==> config.mk <==
export PLATFORM = sky130hd
export DESIGN_NAME = piecewise_linear_colormap
export DESIGN_NICKNAME = d
export VERILOG_FILES = /design/src/rtl/pwlc_pkg.sv /design/src/rtl/piecewise_linear_colormap.sv
export VERILOG_INCLUDE_DIRS = /design/src /design/src/rtl
export SDC_FILE = /design/constraint.sdc
export NUM_CORES = 2
export LEC_CHECK = 0
export BUFFER_PORTS_ARGS = -buffer_cell sky130_fd_sc_hd__buf_2
export CORE_UTILIZATION = 27
export CTS_CLUSTER_DIAMETER = 100
export DETAILED_ROUTE_END_ITERATION = 7
export GPL_TIMING_DRIVEN = 0
export PLACE_DENSITY = 0.53
export SLEW_MARGIN = 20
export SYNTH_ARGS = -nofsm -noshare
export SYNTH_HDL_FRONTEND = slang
export SYNTH_SLANG_ARGS = --single-unit
==> constraint.sdc <==
create_clock -name i_clk -period 10.45 [get_ports i_clk]
set_input_delay 0.5225 -clock i_clk [delete_from_list [all_inputs] [get_ports i_clk]]
set_output_delay 0.5225 -clock i_clk [all_outputs]
set_load 0.005 [all_outputs]
==> src/rtl/assert_macros.svh <==
// Assertion macros shared by the colormap RTL.
// Clocked on i_clk; one form is gated by the active-low reset i_rst_n.
`ifndef ASSERT_MACROS_SVH
`define ASSERT_MACROS_SVH

// Check a property at every rising edge outside reset.
`define ASSERT_CLK(lbl, prop) \
    lbl: assert property (@(posedge i_clk) disable iff (!i_rst_n) prop) \
        else $error("%m: property failed");

// Check a property at every rising edge, reset included.
`define ASSERT_CLK_ALWAYS(lbl, prop) \
    lbl: assert property (@(posedge i_clk) prop) \
        else $error("%m: property failed");

`endif

==> src/rtl/pwlc_pkg.sv <==
// Package for the piecewise linear colormap: fixed-point sizes,
// register indexes and register reset values. No dependencies.
package pwlc_pkg;

    localparam int MAX_STOPS = 8;
    localparam int FRAC_BITS = 16;

    localparam int VALUE_W   = 18;
    localparam int CHAN_W    = 8;
    localparam int STOP_W    = 4 * CHAN_W;
    localparam int PAIR_W    = 2 * STOP_W;
    localparam int NUM_PAIRS = MAX_STOPS / 2;
    localparam int COUNT_W   = 4;
    localparam int DATA_W    = 64;
    localparam int ADDR_W    = 6;
    localparam int IDX_W     = ADDR_W - 3;

    localparam int V_W   = FRAC_BITS + 1;
    localparam int SEG_W = $clog2(MAX_STOPS);
    localparam int S_W   = V_W + SEG_W;
    localparam int P_W   = CHAN_W + V_W;
    localparam int ONE   = 1 << FRAC_BITS;
    localparam int HALF  = ONE / 2;

    localparam logic [COUNT_W-1:0] STOP_COUNT_RST = COUNT_W'(2);
    localparam logic [PAIR_W-1:0]  PAIR0_RST      = 64'hFFFF_FFFF_0000_00FF;

    typedef enum logic [IDX_W-1:0] {
        REG_STOP_COUNT = 3'd0,
        REG_STOP_PAIR0 = 3'd1,
        REG_STOP_PAIR1 = 3'd2,
        REG_STOP_PAIR2 = 3'd3,
        REG_STOP_PAIR3 = 3'd4
    } t_reg_idx;

endpackage

==> src/rtl/piecewise_linear_colormap.sv <==
// Piecewise linear colormap: five-stage pipeline and APB register file.
// Depends on pwlc_pkg and assert_macros.svh.
//
// Usage:
// - Input channel: i_valid / i_value, with o_stall back to the sender. A beat
//   is taken at a rising edge with i_valid high and o_stall low.
// - Output channel: o_valid / o_red, o_green, o_blue, o_alpha, with i_stall
//   from the receiver. One result beat per input beat, in order.
// - Registers at byte address 8*i: stop_count, then stop_pair_0..3 (64 bits).
//   Write them only while no beat is in flight.
// - Stages, in order: clamp, multiply by
//   stop_count-1, pick the two stops, channel products, sum and round.
// - Throughput: one beat per cycle while the receiver does not stall a result.
// - When the receiver stalls with a result waiting, the whole pipeline holds
//   and o_stall rises; earlier bubbles do not collapse.
// - Reset (synchronous, active low) empties the pipeline and restores a
//   two-stop gradient from opaque black to opaque white.
`include "assert_macros.svh"

module piecewise_linear_colormap
    import pwlc_pkg::*;
(
    input  logic                      i_clk,
    input  logic                      i_rst_n,
    input  logic                      i_valid,
    input  logic signed [VALUE_W-1:0] i_value,
    output logic                      o_stall,
    output logic                      o_valid,
    output logic        [CHAN_W-1:0]  o_red,
    output logic        [CHAN_W-1:0]  o_green,
    output logic        [CHAN_W-1:0]  o_blue,
    output logic        [CHAN_W-1:0]  o_alpha,
    input  logic                      i_stall,
    input  logic                      psel,
    input  logic                      penable,
    input  logic                      pwrite,
    input  logic        [ADDR_W-1:0]  paddr,
    input  logic        [DATA_W-1:0]  pwdata,
    output logic        [DATA_W-1:0]  prdata,
    output logic                      pready
);

    logic [COUNT_W-1:0] r_stop_count;
    logic [PAIR_W-1:0]  r_pair [NUM_PAIRS];
    t_reg_idx           w_idx;
    logic               w_wr;

    logic w_adv;
    logic w_in_acc;

    logic             r_v1, r_v2, r_v3, r_v4, r_v5;
    logic [V_W-1:0]   r_val1;
    logic [V_W-1:0]   n_val1;
    logic [V_W-1:0]   w_mag;
    logic [SEG_W-1:0] w_nm1;
    logic [S_W-1:0]   w_s;
    logic [SEG_W-1:0] n_seg2, r_seg2;
    logic [V_W-1:0]   n_frac2, r_frac2, r_frac3;
    logic [STOP_W-1:0] w_stop [MAX_STOPS];
    logic [PAIR_W-1:0] w_win  [MAX_STOPS-1];
    logic [PAIR_W-1:0] r_win3;
    logic [P_W-1:0]    r_pa4 [4];
    logic [P_W-1:0]    r_pb4 [4];
    logic [CHAN_W-1:0] r_out5 [4];

    // register file
    assign pready = 1'b1;
    assign w_idx  = t_reg_idx'(paddr[ADDR_W-1:3]);
    assign w_wr   = psel && penable && pwrite && pready;

    always_ff @(posedge i_clk) begin
        if (!i_rst_n) begin
            r_stop_count <= STOP_COUNT_RST;
            r_pair[0]    <= PAIR0_RST;
            for (int k = 1; k < NUM_PAIRS; k++) begin
                r_pair[k] <= '0;
            end
        end else if (w_wr) begin
            case (w_idx)
                REG_STOP_COUNT: r_stop_count <= pwdata[COUNT_W-1:0];
                REG_STOP_PAIR0: r_pair[0]    <= pwdata;
                REG_STOP_PAIR1: r_pair[1]    <= pwdata;
                REG_STOP_PAIR2: r_pair[2]    <= pwdata;
                REG_STOP_PAIR3: r_pair[3]    <= pwdata;
                default: ;
            endcase
        end
    end

    always_comb begin
        case (w_idx)
            REG_STOP_COUNT: prdata = DATA_W'(r_stop_count);
            REG_STOP_PAIR0: prdata = r_pair[0];
            REG_STOP_PAIR1: prdata = r_pair[1];
            REG_STOP_PAIR2: prdata = r_pair[2];
            REG_STOP_PAIR3: prdata = r_pair[3];
            default:        prdata = '0;
        endcase
    end

    // handshake: hold everything while a result waits on a stalled receiver
    assign w_adv    = !(r_v5 && i_stall);
    assign o_stall  = !w_adv;
    assign w_in_acc = i_valid && !o_stall;

    always_ff @(posedge i_clk) begin
        if (!i_rst_n) begin
            r_v1 <= 1'b0;
            r_v2 <= 1'b0;
            r_v3 <= 1'b0;
            r_v4 <= 1'b0;
            r_v5 <= 1'b0;
        end else if (w_adv) begin
            r_v1 <= i_valid;
            r_v2 <= r_v1;
            r_v3 <= r_v2;
            r_v4 <= r_v3;
            r_v5 <= r_v4;
        end
    end

    // stage 1: clamp to 0..ONE
    assign w_mag = V_W'(i_value[VALUE_W-2:0]);
    always_comb begin
        if (i_value[VALUE_W-1]) begin
            n_val1 = '0;
        end else if (w_mag > V_W'(ONE)) begin
            n_val1 = V_W'(ONE);
        end else begin
            n_val1 = w_mag;
        end
    end

    // stage 2: scale by stop_count-1, split segment and fraction
    always_comb begin
        if (r_stop_count < COUNT_W'(2)) begin
            w_nm1 = SEG_W'(1);
        end else if (r_stop_count > COUNT_W'(MAX_STOPS)) begin
            w_nm1 = SEG_W'(MAX_STOPS - 1);
        end else begin
            w_nm1 = SEG_W'(r_stop_count - COUNT_W'(1));
        end
    end

    assign w_s = S_W'(r_val1) * S_W'(w_nm1);

    always_comb begin
        if (w_s[S_W-1:FRAC_BITS] >= w_nm1) begin
            n_seg2  = w_nm1 - SEG_W'(1);
            n_frac2 = V_W'(ONE);
        end else begin
            n_seg2  = w_s[FRAC_BITS +: SEG_W];
            n_frac2 = V_W'(w_s[FRAC_BITS-1:0]);
        end
    end

    // stage 3: each segment's stop pair sits at a fixed place
    for (genvar k = 0; k < MAX_STOPS; k++) begin : g_stop
        assign w_stop[k] = r_pair[k/2][STOP_W*(k%2) +: STOP_W];
    end
    for (genvar k = 0; k < MAX_STOPS - 1; k++) begin : g_win
        assign w_win[k] = {w_stop[k+1], w_stop[k]};
    end

    always_ff @(posedge i_clk) begin
        if (w_adv) begin
            r_val1  <= n_val1;
            r_seg2  <= n_seg2;
            r_frac2 <= n_frac2;
            r_win3  <= w_win[r_seg2];
            r_frac3 <= r_frac2;
            // stage 4: weight both ends of every channel
            for (int c = 0; c < 4; c++) begin
                r_pa4[c] <= P_W'(r_win3[STOP_W-CHAN_W*(c+1) +: CHAN_W])
                            * P_W'(V_W'(ONE) - r_frac3);
                r_pb4[c] <= P_W'(r_win3[PAIR_W-CHAN_W*(c+1) +: CHAN_W])
                            * P_W'(r_frac3);
            end
            // stage 5: sum and round half up
            for (int c = 0; c < 4; c++) begin
                r_out5[c] <= CHAN_W'((r_pa4[c] + r_pb4[c] + P_W'(HALF)) >> FRAC_BITS);
            end
        end
    end

    assign o_valid = r_v5;
    assign o_red   = r_out5[0];
    assign o_green = r_out5[1];
    assign o_blue  = r_out5[2];
    assign o_alpha = r_out5[3];

    `ASSERT_CLK(a_full_frac_last_seg, r_v2 && r_frac2[FRAC_BITS] |-> (r_frac2[FRAC_BITS-1:0] == '0) && (r_seg2 == w_nm1 - SEG_W'(1)))
    `ASSERT_CLK(a_beat_reaches_out, w_in_acc ##1 w_adv ##1 w_adv ##1 w_adv ##1 w_adv |=> o_valid)
    `ASSERT_CLK_ALWAYS(a_stall_needs_result, o_stall |-> o_valid)

endmodule
After elaboration in Yosys (flattened, before gate mapping)
Memories as Yosys holds them, arrays and structs flattened.
Index checks and enable logic that the tools add are counted.
{ "totals": {"reg_bits": 127, "ramBits": 488, "word_cells": 88, "mem_count": 4} }
{ "classes": {"add_sub_neg": 11, "mul": 9, "n_lt_le_gt_ge": 5, "eq_ne": 4, "n_mux": 31, "bitwise_logic": 5, "n_reduce_logical": 6} }
{ "memory_table": {"columns": ["memory", "depth", "word_bits", "rd", "rd_ports_with_merged_regs", "write_ports", "line", "rtl"], "rows": [
  ["r_pair", 4, 64, 4, 0, 4, "piecewise_linear_colormap.sv:44", "logic [PAIR_W-1:0] r_pair [NUM_PAIRS];"],
  ["r_pa4", 4, 25, 4, 0, 4, "piecewise_linear_colormap.sv:62", "logic [P_W-1:0] r_pa4 [4];"],
  ["r_pb4", 4, 25, 4, 0, 4, "piecewise_linear_colormap.sv:63", "logic [P_W-1:0] r_pb4 [4];"],
  ["r_out5", 4, 8, 4, 0, 4, "piecewise_linear_colormap.sv:64", "logic [CHAN_W-1:0] r_out5 [4];"]
]} }
{ "op_table": {"columns": ["cell", "n"], "rows": [
  ["2-to-1 mux 64 bit", 6],
  ["case mux 64 bit (5 select lines)", 1],
  ["binary-select mux 64 bit (select 3 bit)", 1],
  ["multiplier 8 x 17 -> 25 bit", 4],
  ["adder 24 x 16 -> 24 bit (second input constant)", 4],
  ["adder 24 bit", 4],
  ["multiplier 8 x 25 -> 25 bit", 3],
  ["2-to-1 mux 17 bit", 2],
  ["multiplier 9 x 18 -> 25 bit", 1],
  ["multiplier 17 x 3 -> 20 bit", 1],
  ["2-to-1 mux 1 bit", 18],
  ["subtractor 17 x 17 -> 18 bit (first input constant)", 1],
  ["> comparator 17 bit (second input constant)", 1],
  ["2-to-1 mux 3 bit", 3],
  ["== test 3 x 2 -> 1 bit (second input constant)", 2],
  ["subtractor 3 x 1 -> 3 bit (second input constant)", 2],
  ["greater-or-equal comparator 4 x 3 -> 1 bit", 1],
  ["greater-or-equal comparator 4 bit (second input constant)", 1],
  ["> comparator 4 bit (second input constant)", 1],
  ["< comparator 4 x 2 -> 1 bit (second input constant)", 1],
  ["inverter 3 -> 4 bit", 1],
  ["bitwise OR 1 bit", 4],
  ["== test 3 x 1 -> 1 bit (second input constant)", 1],
  ["== test 3 bit (second input constant)", 1],
  ["4 further kinds", 6]
]} }

Depth between registers and ports, before layout
{ "logic_depth": {"word_depth": 6, "mapped_depth": 27, "mapped_depth_nobuf": 25} }

Worst setup path after synthesis
OpenSTA, ideal clock, no wires.
{ "synth_timing": {"path_kind": "input port to flip-flop", "startpoint": "input port i_stall", "endpoint": "register r_v5, in the netlist o_valid", "arrival_time_ns": 9.525, "required_time_ns": 10.324, "slack_ns": 0.799, "stages": 3, "path_buffers": 0, "path_cell_list": "nand2_1 > inv_1 > o21a_1"} }
{ "synth_between": {"elab_chain_len": 1} }
{ "synth_lines": {"columns": ["item", "line", "rtl"], "rows": [
  ["start, declared", "piecewise_linear_colormap.sv:33", "input logic i_stall,"],
  ["logical AND 1 bit", "piecewise_linear_colormap.sv:102", "assign w_adv = !(r_v5 && i_stall);"],
  ["via o_stall", "piecewise_linear_colormap.sv:27", "output logic o_stall,"],
  ["end signal, assigned", "piecewise_linear_colormap.sv:118", "r_v5 <= r_v4;"],
  ["end, declared", "piecewise_linear_colormap.sv:51", "logic r_v1, r_v2, r_v3, r_v4, r_v5;"]
]} }
The timed path passes the listed nets, and every way through them passes these cells.
A chain may end at the register's enable or synchronous reset.

==> results.yml <==
status:
  status: "finished, violations left"
  violations: "design-rule violations"
setup_path:
  cp.required_ns: 10.88
  cp-end-kind: "flip-flop"
  path_max_fanout: 10
  rr_worst_depth: 26
  path_class: "flip-flop to flip-flop"
  arrival_ns: 9.31
  start_kind: "flip-flop"
clock_network:
  cts_tree: "built"
  cts_buffer_depth: 3
  clock_sinks: 607
  root_buffer: "clkbuf_16"
  cts_buffers: 75
  cts.reportedPaths.clkPinSlew_ns: 0.06
  clk-insertion-delay-late_ns: 0.74
  htreeDepth: 3
  cts_setup_buffers: 0
yosys:
  synthFlopType: "edfxtp_1"
  yosysMostFrequentCell: "and2_1"
  synthesis.nets: 7838
  synth-edff-count: 598
  seq_area_frac_synth_pct: 28.1
  synth_area_leaders: "edfxtp_1 28%, fa_1 25%, ha_1 9.9%"
  synth_seq_cells: 607
  synth_common_cells: "902 x and2_1, 850 x inv_1, 812 x nand2_1, 798 x fa_1, 598 x edfxtp_1"
  ys_types: 73
  syn_area_mm2: 0.0647
  syn_avg_cell_area_um2: 10.1
  ys.warnings.count: 0
  synth_top_area_share_pct: 27.8
  synthesis.instances: 6433
  synth_top_area_cell: "edfxtp_1"
  async_flop_share_pct: 0
floorplan:
  die_w_um: 491
  die_area_mm2: 0.241
  ios: 194
  core_mm2: 0.238
  die_height_um: 491
  start_util_pct: 27.2
  core.rowCount: 179
layout:
  multi_input_area_mm2: 0.0421
  layout.nets: 8127
  area_delta_synth_final_pct: 12.7
  fillerInstances: 24600
  drive_gt1_share_pct: 5.96
  register_area_mm2: 0.0181
timing:
  final-hold-violation-count: 0
  tightest_slew_ns: 1.22
  finalSetupViolations: 0
  clock.fmax_mhz: 113
  fin_worst_skew_ns: 0.0630
  period_needed_ns: 8.87
  setup_ws_ns: 1.58
  slew_headroom_pct: 17.9
  period_share_pct: 84.9
  slew_viol_final: 0
  rsz0062_at_grt: "no"
grt:
  grt_pass1_vias: 49200
  grt_pass1_wl_um: 312000
  overflow: 0
  grt_max_degree: 55
  grt_usage_pct: 17.3
  antenna_found_initial: 26
place:
  gp_congestion: 0.916
  port_buffers: 188
  hpwl_um: 168000
  place_ws_ns: 1.70
worst_hold_path:
  whs_path_depth: 2
  hold_path_class: "input pin to flip-flop"
drt:
  drtIter0Drc: 3420
  drc_errors: 16
  avgRoutedWirePerCell_um: 21.0
  vias_per_cell: 4.75
  drt_first_pass_iters: 8
  wl_um: 209000
  vias: 47300
  drtAntennaViolNets: 0
job:
  drv_cap: 0
path summary, 6_finish.rpt:
path	start	slack, ns	to
setup / recovery	r_frac3[0]	1.58	r_pa4[3][23]
hold / removal	i_rst_n	0.08	r_v2
setup reg to reg	r_frac3[0]	1.58	r_pa4[3][23]
hold reg to reg	r_frac2[0]	0.40	r_frac3[0]
layout make-up:
| type | count | share of cell area, % |
|---|---|---|
| inverter | 850 | 4.38 |
| clock inverter | 53 | 0.994 |
| buffer | 330 | 1.75 |
| multi-input combinational | 4646 | 57.8 |
| antenna | 4 | 0.0137 |
| sequential | 607 | 24.9 |
| clock buffer | 86 | 2.63 |
| tap | 3167 | 5.44 |
| timing repair buffer | 212 | 2.09 |
per-stage QoR:
step / setup TNS (ns) / instances / hold slack, ns / utilization, % / cell area (µm²)
2_1_floorplan: 0 / 6433 / 0.400 / - / 64700
5_1_grt: 0 / 9951 / 0.0650 / 30.6 / 72800
3_5_place_dp: 0 / 9811 / 0.405 / 29.5 / 70200
3_3_place_gp: -919.91 / 9788 / 0.404 / 29.2 / 69600
4_1_cts: 0 / 9951 / 0.0347 / 30.6 / 72800
6_report: 0 / 9955 / 0.0793 / 30.6 / 72800
logic make-up after synthesis:
family / after synthesis / synth area share [%]
buf+inv: 1180 / 6.90
xor+xnor: 240 / 3.28
other cells: 1 / 0.00580
flops: 607 / 28.1
simple gates: 2145 / 16.8
fa+ha+maj: 1310 / 34.6
mux: 170 / 2.70
compound gates: 780 / 7.63
critical path, stage by stage, from the launching register on:
cell,delay (ns)
edfxtp_1,0.51
clkbuf_1,0.55
clkbuf_2,0.64
inv_1,0.10
ha_1,0.27
nand2_1,0.16
or4_4,0.17
nor3_1,0.06
xnor2_1,0.93
clkbuf_1,0.69
nand2_1,0.19
fa_1,0.56
inv_1,0.05
fa_1,0.47
fa_1,0.54
inv_1,0.05
fa_1,0.48
inv_1,0.04
ha_1,0.31
and3_1,0.21
and3_1,0.19
a21oi_1,0.13
o21ai_1,0.16
a221o_1,0.37
or4_1,0.41
a31oi_1,0.23
xnor2_1,0.08
per-layer routing:
metal  GRT usage (%)  vias to the layer above  routed length (µm)
li1                -                    21500                   -
met1            23.7                    23900               93900
met2            27.5                     1635               93500
met3            3.26                      301               15300
met4            5.02                       22                6110
met5               0                        -                 139
registers in the layout, summed over array words and instances (netlist names), 3 cells and up:
register      count
r_val1           17
r_out5           32
r_pb4            96
r_pa4            96
r_stop_count      4
r_frac3          17
r_pair          256
r_seg2            3
r_frac2          17
r_win3           64
repair_timing:
| action | in CTS | in global routing |
|---|---|---|
| endpoints found under the hold margin | 1 | 0 |
| gates resized for setup | 0 | 0 |
| hold buffers | 1 | 0 |
cell usage in the layout, fill, tap and decap left out, types with 11 or more instances in the layout:
master,instances
inv_1,850
ha_1,512
o211ai_1,11
a22oi_1,131
nand3_1,31
nand2b_1,24
edfxtp_1,598
buf_1,30
o21bai_1,15
nor4_1,11
a21o_1,63
clkbuf_16,75
clkbuf_1,301
o21a_1,35
nor2b_1,29
a21oi_1,161
a211oi_1,26
nor2_1,184
nand2_1,811
mux2i_1,133
fa_1,798
o21ai_0,235
and3_1,13
buf_2,192
clkinv_2,11
mux2_2,37
nor3_1,50
bufinv_16,11
nand4_1,13
or3_1,51
buf_16,19
a31oi_1,13
xnor2_1,190
clkinv_1,12
and2_1,902
xor2_1,49
Power is left out: the tool's default activity adds up to more than one toggle a clock period on the data nets, which glitch-free logic cannot reach.
